**src/rtl/assert_macros.svh**
```systemverilog
// Assertion macros shared by the RTL files.
`ifndef ASSERT_MACROS_SVH
`define ASSERT_MACROS_SVH
`ifndef SYNTH
`define ST_ASSERT(lbl, prop) lbl: assert property (@(posedge clk) disable iff (rst) prop) \
  else $error("st assertion failed");
`define ST_ALWAYS(lbl, prop) lbl: assert property (@(posedge clk) prop) \
  else $error("st assertion failed");
`else
`define ST_ASSERT(lbl, prop)
`define ST_ALWAYS(lbl, prop)
`endif
`endif

```
**src/rtl/st_pkg.sv**
```systemverilog
package st_pkg;

  typedef enum logic [4:0] {
    K_IDENT    = 5'd0,
    K_FUNC     = 5'd1,
    K_EXTERN   = 5'd2,
    K_LET      = 5'd3,
    K_VAR      = 5'd4,
    K_INT      = 5'd5,
    K_NONE     = 5'd6,
    K_CSTR     = 5'd7,
    K_STRING   = 5'd8,
    K_NUMBER   = 5'd9,
    K_COLEQ    = 5'd10,
    K_COLON    = 5'd11,
    K_ARROW    = 5'd12,
    K_SUB      = 5'd13,
    K_SEMI     = 5'd14,
    K_EQ       = 5'd15,
    K_OPAREN   = 5'd16,
    K_CPAREN   = 5'd17,
    K_OBRACE   = 5'd18,
    K_CBRACE   = 5'd19,
    K_ADD      = 5'd20,
    K_COMMA    = 5'd21,
    K_ELLIPSIS = 5'd22,
    K_MUL      = 5'd23,
    K_DIV      = 5'd24,
    K_EOF      = 5'd25,
    K_BAD      = 5'd26,
    K_UNTERM   = 5'd27
  } kind_t;

  // One byte can produce a pending token, a single-character token,
  // a flushed token and the end-of-input token; at most three are real.
  localparam int RESULT_SLOTS = 4;
  localparam int MAX_PER_ITEM = 3;
  localparam int QUEUE_DEPTH  = 8;

  localparam int KW_COUNT = 7;
  localparam logic [47:0] KW_WORD [KW_COUNT] = '{
    48'h0000_6675_6E63, 48'h6578_7465_726E, 48'h0000_006C_6574, 48'h0000_0076_6172,
    48'h0000_0069_6E74, 48'h0000_6E6F_6E65, 48'h0000_6373_7472
  };
  localparam logic [2:0] KW_LEN [KW_COUNT] = '{
    3'd4, 3'd6, 3'd3, 3'd3, 3'd3, 3'd4, 3'd4
  };
  localparam kind_t KW_KIND [KW_COUNT] = '{
    K_FUNC, K_EXTERN, K_LET, K_VAR, K_INT, K_NONE, K_CSTR
  };

  function automatic kind_t name_kind(input logic [47:0] win, input logic [2:0] len);
    kind_t k;
    k = K_IDENT;
    for (int i = KW_COUNT - 1; i >= 0; i--) begin
      if (len == KW_LEN[i] && win == KW_WORD[i]) begin
        k = KW_KIND[i];
      end
    end
    return k;
  endfunction

endpackage

```
**src/rtl/st_queue.sv**
```systemverilog
`include "assert_macros.svh"

module st_queue
  import st_pkg::*;
#(
  parameter int WIDTH = 8
) (
  input  logic             clk,
  input  logic             rst,
  input  logic             in_valid [RESULT_SLOTS],
  input  logic [WIDTH-1:0] in_data  [RESULT_SLOTS],
  output logic             space,
  output logic             out_valid,
  input  logic             out_ready,
  output logic [WIDTH-1:0] out_data
);

  localparam int PTR_W  = $clog2(QUEUE_DEPTH);
  localparam int CNT_W  = $clog2(QUEUE_DEPTH + 1);
  localparam int SLOT_W = $clog2(RESULT_SLOTS + 1);

  logic [WIDTH-1:0]  mem [QUEUE_DEPTH];
  logic [PTR_W-1:0]  wr_ptr;
  logic [PTR_W-1:0]  rd_ptr;
  logic [CNT_W-1:0]  count;
  logic [PTR_W-1:0]  wr_idx [RESULT_SLOTS];
  logic [SLOT_W-1:0] nwrite;
  logic              pop;

  always_comb begin
    nwrite = '0;
    for (int i = 0; i < RESULT_SLOTS; i++) begin
      wr_idx[i] = wr_ptr + PTR_W'(nwrite);
      nwrite    = nwrite + SLOT_W'(in_valid[i]);
    end
  end

  assign out_valid = (count != '0);
  assign out_data  = mem[rd_ptr];
  assign pop       = out_valid && out_ready;
  assign space     = (count <= CNT_W'(QUEUE_DEPTH - MAX_PER_ITEM));

  always_ff @(posedge clk) begin
    for (int i = 0; i < RESULT_SLOTS; i++) begin
      if (in_valid[i]) begin
        mem[wr_idx[i]] <= in_data[i];
      end
    end
  end

  always_ff @(posedge clk) begin
    if (rst) begin
      wr_ptr <= '0;
      rd_ptr <= '0;
      count  <= '0;
    end else begin
      wr_ptr <= wr_ptr + PTR_W'(nwrite);
      rd_ptr <= rd_ptr + PTR_W'(pop);
      count  <= count + CNT_W'(nwrite) - CNT_W'(pop);
    end
  end

  `ST_ASSERT(a_count_bound, count <= CNT_W'(QUEUE_DEPTH))
  `ST_ASSERT(a_write_room, (nwrite != '0) |-> space)
  `ST_ASSERT(a_pop_only, (pop && nwrite == '0) |=> count == $past(count) - 1'b1)

endmodule

```
**src/rtl/st_lexer.sv**
```systemverilog
`include "assert_macros.svh"

module st_lexer
  import st_pkg::*;
#(
  parameter int LINE_BITS   = 20,
  parameter int COLUMN_BITS = 16,
  parameter int OFFSET_BITS = 24,
  localparam int ENTRY_W    = 5 + LINE_BITS + 2 * COLUMN_BITS + OFFSET_BITS + 1
) (
  input  logic               clk,
  input  logic               rst,
  input  logic               accept,
  input  logic [7:0]         source_byte,
  input  logic               final_byte,
  output logic               res_valid [RESULT_SLOTS],
  output logic [ENTRY_W-1:0] res_entry [RESULT_SLOTS]
);

  typedef enum logic [2:0] {
    M_IDLE, M_NAME, M_NUMBER, M_STRING, M_COLON, M_DASH, M_DOT1, M_DOT2
  } mode_t;

  localparam logic [7:0] CH_TAB    = 8'd9;
  localparam logic [7:0] CH_LF     = 8'd10;
  localparam logic [7:0] CH_CR     = 8'd13;
  localparam logic [7:0] CH_SPACE  = 8'd32;
  localparam logic [7:0] CH_QUOTE  = 8'd34;
  localparam logic [7:0] CH_OPAREN = 8'd40;
  localparam logic [7:0] CH_CPAREN = 8'd41;
  localparam logic [7:0] CH_STAR   = 8'd42;
  localparam logic [7:0] CH_PLUS   = 8'd43;
  localparam logic [7:0] CH_COMMA  = 8'd44;
  localparam logic [7:0] CH_DASH   = 8'd45;
  localparam logic [7:0] CH_DOT    = 8'd46;
  localparam logic [7:0] CH_SLASH  = 8'd47;
  localparam logic [7:0] CH_ZERO   = 8'd48;
  localparam logic [7:0] CH_NINE   = 8'd57;
  localparam logic [7:0] CH_COLON  = 8'd58;
  localparam logic [7:0] CH_SEMI   = 8'd59;
  localparam logic [7:0] CH_EQ     = 8'd61;
  localparam logic [7:0] CH_GT     = 8'd62;
  localparam logic [7:0] CH_UPPER_A = 8'd65;
  localparam logic [7:0] CH_UPPER_Z = 8'd90;
  localparam logic [7:0] CH_UNDER  = 8'd95;
  localparam logic [7:0] CH_LOWER_A = 8'd97;
  localparam logic [7:0] CH_LOWER_C = 8'd99;
  localparam logic [7:0] CH_LOWER_Z = 8'd122;
  localparam logic [7:0] CH_OBRACE = 8'd123;
  localparam logic [7:0] CH_CBRACE = 8'd125;

  localparam int SLOT_A = 0;
  localparam int SLOT_B = 1;
  localparam int SLOT_C = 2;
  localparam int SLOT_D = 3;

  mode_t                  mode;
  mode_t                  mode_next;
  logic [LINE_BITS-1:0]   line_count;
  logic [COLUMN_BITS-1:0] column_count;
  logic [OFFSET_BITS-1:0] byte_offset;
  logic [LINE_BITS-1:0]   tok_line;
  logic [LINE_BITS-1:0]   tok_line_next;
  logic [COLUMN_BITS-1:0] tok_column;
  logic [COLUMN_BITS-1:0] tok_column_next;
  logic [OFFSET_BITS-1:0] tok_offset;
  logic [OFFSET_BITS-1:0] tok_offset_next;
  logic [47:0]            kw_window;
  logic [47:0]            kw_window_next;
  logic [2:0]             name_len;
  logic [2:0]             name_len_next;

  logic [LINE_BITS-1:0]   line_adv;
  logic [COLUMN_BITS-1:0] column_adv;
  logic [OFFSET_BITS-1:0] offset_adv;
  logic [COLUMN_BITS-1:0] endc_pre;
  logic [COLUMN_BITS-1:0] endc_post;

  logic                   is_alpha;
  logic                   is_digit;
  logic                   is_space;
  logic                   is_name;
  logic                   consumed;
  logic                   valid_a;
  logic                   valid_b;
  logic                   valid_c;
  kind_t                  kind_a;
  kind_t                  kind_b;
  kind_t                  kind_c;
  logic [COLUMN_BITS-1:0] endc_a;

  function automatic kind_t single_kind(input logic [7:0] ch);
    kind_t k;
    case (ch)
      CH_SEMI:   k = K_SEMI;
      CH_EQ:     k = K_EQ;
      CH_OPAREN: k = K_OPAREN;
      CH_CPAREN: k = K_CPAREN;
      CH_OBRACE: k = K_OBRACE;
      CH_CBRACE: k = K_CBRACE;
      CH_PLUS:   k = K_ADD;
      CH_COMMA:  k = K_COMMA;
      CH_STAR:   k = K_MUL;
      CH_SLASH:  k = K_DIV;
      default:   k = K_BAD;
    endcase
    return k;
  endfunction

  function automatic logic [ENTRY_W-1:0] pack_entry(
    input kind_t                  kind,
    input logic [LINE_BITS-1:0]   ln,
    input logic [COLUMN_BITS-1:0] col,
    input logic [COLUMN_BITS-1:0] endc,
    input logic [OFFSET_BITS-1:0] off,
    input logic                   last
  );
    return {last, off, endc, col, ln, kind};
  endfunction

  assign is_alpha = (source_byte >= CH_UPPER_A && source_byte <= CH_UPPER_Z) ||
                    (source_byte >= CH_LOWER_A && source_byte <= CH_LOWER_Z);
  assign is_digit = (source_byte >= CH_ZERO && source_byte <= CH_NINE);
  assign is_space = (source_byte == CH_SPACE) ||
                    (source_byte >= CH_TAB && source_byte <= CH_CR);
  assign is_name  = is_alpha || is_digit || (source_byte == CH_UNDER);

  // Every byte moves the position exactly once, saturating at the top.
  always_comb begin
    if (source_byte == CH_LF) begin
      line_adv   = (&line_count) ? line_count : line_count + 1'b1;
      column_adv = COLUMN_BITS'(1);
    end else begin
      line_adv   = line_count;
      column_adv = (&column_count) ? column_count : column_count + 1'b1;
    end
    offset_adv = (&byte_offset) ? byte_offset : byte_offset + 1'b1;
  end

  assign endc_pre  = column_count - 1'b1;
  assign endc_post = column_adv - 1'b1;

  always_comb begin
    mode_next       = mode;
    tok_line_next   = tok_line;
    tok_column_next = tok_column;
    tok_offset_next = tok_offset;
    kw_window_next  = kw_window;
    name_len_next   = name_len;
    consumed        = 1'b0;
    valid_a         = 1'b0;
    kind_a          = K_IDENT;
    endc_a          = endc_pre;
    valid_b         = 1'b0;
    kind_b          = K_BAD;

    case (mode)
      M_NAME: begin
        if (is_name) begin
          consumed = 1'b1;
          if (name_len != 3'd7) begin
            name_len_next = name_len + 1'b1;
          end
          if (name_len < 3'd6) begin
            kw_window_next = {kw_window[39:0], source_byte};
          end
        end else if (source_byte == CH_QUOTE && name_len == 3'd1 &&
                     kw_window == 48'(CH_LOWER_C)) begin
          consumed        = 1'b1;
          mode_next       = M_STRING;
          tok_line_next   = line_adv;
          tok_column_next = column_adv;
          tok_offset_next = offset_adv;
        end else begin
          valid_a = 1'b1;
          kind_a  = name_kind(kw_window, name_len);
        end
      end
      M_NUMBER: begin
        if (is_digit) begin
          consumed = 1'b1;
        end else begin
          valid_a = 1'b1;
          kind_a  = K_NUMBER;
        end
      end
      M_STRING: begin
        consumed = 1'b1;
        if (source_byte == CH_QUOTE) begin
          valid_a   = 1'b1;
          kind_a    = K_STRING;
          endc_a    = endc_post;
          mode_next = M_IDLE;
        end
      end
      M_COLON: begin
        valid_a = 1'b1;
        if (source_byte == CH_EQ) begin
          consumed  = 1'b1;
          kind_a    = K_COLEQ;
          endc_a    = endc_post;
          mode_next = M_IDLE;
        end else begin
          kind_a = K_COLON;
        end
      end
      M_DASH: begin
        valid_a = 1'b1;
        if (source_byte == CH_GT) begin
          consumed  = 1'b1;
          kind_a    = K_ARROW;
          endc_a    = endc_post;
          mode_next = M_IDLE;
        end else begin
          kind_a = K_SUB;
        end
      end
      M_DOT1: begin
        if (source_byte == CH_DOT) begin
          consumed  = 1'b1;
          mode_next = M_DOT2;
        end else begin
          valid_a = 1'b1;
          kind_a  = K_BAD;
        end
      end
      M_DOT2: begin
        valid_a = 1'b1;
        if (source_byte == CH_DOT) begin
          consumed  = 1'b1;
          kind_a    = K_ELLIPSIS;
          endc_a    = endc_post;
          mode_next = M_IDLE;
        end else begin
          kind_a = K_BAD;
        end
      end
      default: begin
      end
    endcase

    // A byte that does not extend the pending token starts a new one.
    if (!consumed) begin
      mode_next = M_IDLE;
      if (!is_space) begin
        tok_line_next   = line_count;
        tok_column_next = column_count;
        tok_offset_next = byte_offset;
        if (is_alpha || source_byte == CH_UNDER) begin
          mode_next      = M_NAME;
          kw_window_next = 48'(source_byte);
          name_len_next  = 3'd1;
        end else if (is_digit) begin
          mode_next = M_NUMBER;
        end else if (source_byte == CH_COLON) begin
          mode_next = M_COLON;
        end else if (source_byte == CH_DASH) begin
          mode_next = M_DASH;
        end else if (source_byte == CH_DOT) begin
          mode_next = M_DOT1;
        end else begin
          valid_b = 1'b1;
          kind_b  = single_kind(source_byte);
        end
      end
    end
  end

  // On the final byte a token still open is flushed before end of input.
  always_comb begin
    valid_c = final_byte;
    case (mode_next)
      M_NAME:   kind_c = name_kind(kw_window_next, name_len_next);
      M_NUMBER: kind_c = K_NUMBER;
      M_STRING: kind_c = K_UNTERM;
      M_COLON:  kind_c = K_COLON;
      M_DASH:   kind_c = K_SUB;
      M_DOT1:   kind_c = K_BAD;
      M_DOT2:   kind_c = K_BAD;
      default: begin
        kind_c  = K_EOF;
        valid_c = 1'b0;
      end
    endcase
  end

  always_comb begin
    res_valid[SLOT_A] = accept && valid_a;
    res_valid[SLOT_B] = accept && valid_b;
    res_valid[SLOT_C] = accept && valid_c;
    res_valid[SLOT_D] = accept && final_byte;
    res_entry[SLOT_A] = pack_entry(kind_a, tok_line, tok_column, endc_a, tok_offset,
                                   !valid_b && !final_byte);
    res_entry[SLOT_B] = pack_entry(kind_b, line_count, column_count, endc_post,
                                   byte_offset, !final_byte);
    res_entry[SLOT_C] = pack_entry(kind_c, tok_line_next, tok_column_next, endc_post,
                                   tok_offset_next, 1'b0);
    res_entry[SLOT_D] = pack_entry(K_EOF, line_adv, column_adv, column_adv,
                                   offset_adv, 1'b1);
  end

  always_ff @(posedge clk) begin
    if (rst) begin
      mode         <= M_IDLE;
      line_count   <= LINE_BITS'(1);
      column_count <= COLUMN_BITS'(1);
      byte_offset  <= '0;
      tok_line     <= '0;
      tok_column   <= '0;
      tok_offset   <= '0;
      kw_window    <= '0;
      name_len     <= '0;
    end else if (accept) begin
      tok_line   <= tok_line_next;
      tok_column <= tok_column_next;
      tok_offset <= tok_offset_next;
      if (final_byte) begin
        mode         <= M_IDLE;
        line_count   <= LINE_BITS'(1);
        column_count <= COLUMN_BITS'(1);
        byte_offset  <= '0;
        kw_window    <= '0;
        name_len     <= '0;
      end else begin
        mode         <= mode_next;
        line_count   <= line_adv;
        column_count <= column_adv;
        byte_offset  <= offset_adv;
        kw_window    <= kw_window_next;
        name_len     <= name_len_next;
      end
    end
  end

  `ST_ASSERT(a_final_restarts, (accept && final_byte) |=> (mode == M_IDLE && line_count == LINE_BITS'(1) && column_count == COLUMN_BITS'(1) && byte_offset == '0))
  `ST_ASSERT(a_at_most_three, accept |-> ($countones({res_valid[SLOT_A], res_valid[SLOT_B], res_valid[SLOT_C], res_valid[SLOT_D]}) <= 3))
  `ST_ASSERT(a_quiet_when_idle, !accept |-> !(res_valid[SLOT_A] || res_valid[SLOT_B] || res_valid[SLOT_C] || res_valid[SLOT_D]))

endmodule

```
**src/rtl/source_tokenizer.sv**
```systemverilog
// Channel  Direction  Payload
// s_*      in         tdata = source_byte, tlast = final_byte
// m_*      out        tdata = start_line, start_column, end_column, start_offset;
//                     tuser = token_kind, tlast = last_of_run
//
// One source byte is taken per cycle while s_tready is high; its tokens land in the
// eight-entry result queue in the next cycle and leave one per cycle while m_tready is high.
// A byte yields zero to three tokens; s_tready drops while fewer than three
// queue entries are free, so a stalled m side backs up into the s side.
// Synchronous reset empties the queue and sets line 1, column 1, offset 0.
module source_tokenizer
  import st_pkg::*;
#(
  parameter int LINE_BITS    = 20,
  parameter int COLUMN_BITS  = 16,
  parameter int OFFSET_BITS  = 24,
  localparam int PAYLOAD_W   = LINE_BITS + 2 * COLUMN_BITS + OFFSET_BITS,
  localparam int DATA_W      = ((PAYLOAD_W + 7) / 8) * 8
) (
  input  logic              clk,
  input  logic              rst,
  input  logic              s_tvalid,
  output logic              s_tready,
  input  logic [7:0]        s_tdata,   // source_byte
  input  logic              s_tlast,   // final_byte
  output logic              m_tvalid,
  input  logic              m_tready,
  output logic [DATA_W-1:0] m_tdata,   // start_line, start_column, end_column, start_offset
  output logic [4:0]        m_tuser,   // token_kind
  output logic              m_tlast    // last_of_run
);

  localparam int ENTRY_W = 5 + PAYLOAD_W + 1;

  logic               accept;
  logic               space;
  logic               res_valid [RESULT_SLOTS];
  logic [ENTRY_W-1:0] res_entry [RESULT_SLOTS];
  logic [ENTRY_W-1:0] out_entry;

  assign s_tready = space;
  assign accept   = s_tvalid && space;

  st_lexer #(
    .LINE_BITS   (LINE_BITS),
    .COLUMN_BITS (COLUMN_BITS),
    .OFFSET_BITS (OFFSET_BITS)
  ) u_lexer (
    .clk         (clk),
    .rst         (rst),
    .accept      (accept),
    .source_byte (s_tdata),
    .final_byte  (s_tlast),
    .res_valid   (res_valid),
    .res_entry   (res_entry)
  );

  st_queue #(
    .WIDTH (ENTRY_W)
  ) u_queue (
    .clk       (clk),
    .rst       (rst),
    .in_valid  (res_valid),
    .in_data   (res_entry),
    .space     (space),
    .out_valid (m_tvalid),
    .out_ready (m_tready),
    .out_data  (out_entry)
  );

  assign m_tuser = out_entry[4:0];
  assign m_tdata = DATA_W'(out_entry[5 +: PAYLOAD_W]);
  assign m_tlast = out_entry[ENTRY_W-1];

endmodule
```
**config.mk**
```make
export PLATFORM = sky130hd
export DESIGN_NAME = source_tokenizer
export DESIGN_NICKNAME = d
export VERILOG_FILES = /design/src/rtl/st_pkg.sv /design/src/rtl/st_queue.sv /design/src/rtl/st_lexer.sv /design/src/rtl/source_tokenizer.sv
export VERILOG_INCLUDE_DIRS = /design/src /design/src/rtl
export SDC_FILE = /design/constraint.sdc
export NUM_CORES = 2
export LEC_CHECK = 0
export BUFFER_PORTS_ARGS = -buffer_cell sky130_fd_sc_hd__buf_2
export CAP_MARGIN = 20
export CORE_MARGIN = 8
export CORE_UTILIZATION = 40
export CTS_CLUSTER_SIZE = 14
export DETAILED_ROUTE_END_ITERATION = 10
export MAX_ROUTING_LAYER = met4
export SLEW_MARGIN = 20
export SYNTH_ARGS = -nofsm -noshare
export SYNTH_HDL_FRONTEND = slang
export SYNTH_SLANG_ARGS = --single-unit
export TNS_END_PERCENT = 20
```
**constraint.sdc**
```tcl
create_clock -name clk -period 8.7 [get_ports clk]
set_input_delay 1.305 -clock clk [delete_from_list [all_inputs] [get_ports clk]]
set_output_delay 1.305 -clock clk [all_outputs]
set_load 0.02 [all_outputs]
```
==> results.md <==
- Post-DR vias/cell: 6.61
- Post-route cell area: 55500 um^2
- Logic pwr share: 0.339
- Worst path required time: 9140 ps
- Hold Crit Class: reg2reg
- Share of power burned in registers: 0.376
- Async SR Flop Fraction: 0
- Final period util: 0.779
- CTS tree: built
- Port Buf Inserts: 96
- Crit path time final: 6780 ps
- Synth Area per Inst: 9.23 um^2
- Clk buf depth: 3
- Yosys warning count: 0
- Routed len/inst: 28.3 um
- Total Wirelength: 196 mm
- Post-cts resize count: 0
- CTS root buf: clkbuf_16
- Yosys cell types: 96
- Layout cells sized above 1: 0.141
- Slew Viols, Final: 0
- Starting Density: 0.401
- Maxcap violations: 0
- Net Sw Frac: 0.364
- Antenna violations before repair: 10
- Antenna-violating nets left: 0
- Setup crit start kind: primary input
- Non-Filler Instances: approximately 6900
- Layout area overhead: 10.7%
- Post-place setup slack: 1300 ps
- Largest net degree at the start of global routing: 110
- Dpl hpwl: 118 mm
- # H-tree levels: 3
- Yosys top cell area share: 0.364
- Worst setup EP type: register
- Worst slew margin: 0.255
- Post-synth EDFFs: 608
- Max FO, Critical Path: a little under 70
- I/O pin cnt: 101
- Drt first pass iters: 6
- Placed insts: just under 7000
- Worst Tran Pin Value: around 1100 ps
- Synth Flop Type: edfxtp_1
- Fin util: 0.444
- Sw Pwr: around 5300 uW
- Clk Latency, worst-skew pair: 750 ps
- Iter 0 DRT Violations: roughly 6700
- First-pass GRT wire length: 287 mm
- Post-CTS setup buffers: 0
- Gpl congestion: 0.940
- CTS Hold Bufs: 0
- Inserted Clock Buffers: 97
- Worst VDD drop: 0.197 mV
- Global-route usage over all layers: 0.283
- Final count of hold timing violations: 0
- Post-synth top area cell: edfxtp_1
- Die width: roughly 370 um
- # rows: 130
- Synth top cells by count: nor2_1 (712), edfxtp_1 (608), a21oi_1 (565), nand2_1 (528), clkbuf_1 (436)
- Final worst setup slack: 1920 ps
- FMAX: 148 MHz
- Clock sink count: 840
- Global route overflow: 0
- CP Data Arrival Time: just over 7000 ps
- Final setup TNS: 0 ps
- Post-Place Cell Area: about 52000 um^2
- Gate Count Post-Synth: 5428
- Status: finished, final reports clean
- DR vias: 45800
- Vias in the first global route: 43100
- Worst Skew: just over 70 ps
- Dominant cells by area after synthesis: edfxtp_1 (36%), dfxtp_1 (9.3%), mux4_2 (7.4%), a21oi_1 (5.6%), nor2_1 (5.3%)
- Mapped cell area: 50100 um^2
- Clk network pwr share: 0.286
- Core footprint: 125000 um^2
- Full die area: ~140000 um^2
- Die H: roughly 370 um
- Register area share after synthesis: 0.457
- Leak: around 0.018 uW
- DRC viols: 0
- Most numerous cell in the Yosys netlist: nor2_1
- Finish-stage setup viols: 0
- Power per Cell Area: 263 nW/um^2
- # nets final: 5232
- Pint: 9260 uW
- Clock-pin slew on the worst setup and hold paths: approximately 60 ps
- RSZ-0062 raised after global routing: no
- Crit path kind: in2reg
- Yosys reg bits: 840
-- per-stage QoR --
step / hold slack (ps) / power [uW]
global placement: 448 / 10300
finish: 479 / 14600
detailed placement: 458 / 10400
global route: 518 / 15100
floorplan: 433 / 8600
CTS: 470 / 14500
-- cells by family after synthesis --
kind of cell | after synthesis | synth area share
adders and majority gates | 30 | 0.00839
and+or+nand+nor | 1798 | 0.161
AOI/OAI and AO/OA | 1746 | 0.205
xor gates and xnor gates | 73 | 0.0129
DFF | 840 | 0.457
other | 1 | 0.0000748
muxes | 319 | 0.107
buffers and inverters | 621 | 0.0485
-- final timing paths --
check / slack [ps] / from / cells after the start / to
worst max-delay path: 1920 / s_tdata[4] / 21 / u_queue.mem[4][68]
worst min-delay path: 480 / u_queue.mem[5][81] / 2 / u_queue.mem[5][81]
worst max register to register: 1960 / u_lexer.kw_window[47] / 20 / u_queue.mem[4][68]
worst min register to register: 480 / u_queue.mem[5][81] / 2 / u_queue.mem[5][81]
-- sequential cells by signal (all words and copies together) (netlist names) --
register	flops
u_lexer.byte_offset	24
u_lexer.column_count	16
u_lexer.kw_window	48
u_lexer.line_count	20
u_lexer.mode	3
u_lexer.name_len	3
u_lexer.tok_column	16
u_lexer.tok_line	20
u_lexer.tok_offset	24
u_queue.count	4
u_queue.mem	656
u_queue.rd_ptr	3
u_queue.wr_ptr	3
-- critical path: stages --
cell and delay, ps:
buf_2 200, nor4b_2 520, nand3_1 280, nor2_1 280, nand4_1 120, buf_4 280, a31o_2 300, a31oi_4 190
inv_2 80, fa_1 480, inv_1 60, ha_1 200, fa_1 410, xnor2_1 260, xnor2_1 130, nand2_1 340
or3_4 560, buf_4 730, nor2_1 80, a31oi_1 160, o21ai_0 100
-- cells in the final DEF (no fill, tap or decap), types with 11 or more instances in the layout --
cell,synthesis,final
o221ai_1,11,11
o22ai_1,78,78
nand4_1,37,37
buf_2,48,95
o21ai_0,430,429
ha_1,24,24
mux2i_1,52,52
mux4_2,164,164
nand2b_1,19,17
buf_4,7,112
dfxtp_1,232,229
buf_12,0,28
nor2b_1,18,17
nand2_1,528,522
or3_1,30,28
nor4_1,28,28
clkinv_1,1,18
a22oi_1,144,144
a31oi_1,220,220
clkbuf_1,436,25
xnor2_1,43,43
and2_1,20,19
nand3_1,212,209
mux2_2,102,102
edfxtp_1,608,608
o211a_1,16,16
and3_1,21,21
nor3_1,70,66
nor4b_1,11,11
a211oi_1,70,70
clkbuf_16,0,99
clkinv_2,0,17
o211ai_1,26,26
o21ai_1,75,71
inv_1,37,37
a21oi_1,565,563
nor2_1,712,703
and4_1,15,14
xor2_1,29,29
-- layout make-up --
| class | count | area [um^2] |
|---|---|---|
| fill | 11900 | 69500 |
| multi-input combinational | 3970 | 25200 |
| sequential | 840 | 22900 |
| clock buffer | 134 | 2710 |
| tap | 1650 | 2060 |
| timing repair buffer | 239 | 1950 |
| clock inverter | 49 | 489 |
| inverter | 41 | 154 |
| antenna | 4 | 10.0 |
-- metal layers --
layer	GRT usage	vias up	wire length (um)
li1	-	19800	-
met1	0.366	22400	77200
met2	0.434	3061	88400
met3	0.0632	585	22100
met4	0.107	0	8170
met5	-	-	0
-- power by group through the flow --
stage	clock, uW	sequential, uW	combinational, uW
after floorplan	0	5280	3320
after global placement	0	5520	4800
after detailed placement	0	5530	4870
after CTS	4190	5450	4890
after global routing	4330	5510	5240
final	4160	5470	4930
(Power assumes the default switching activity.)
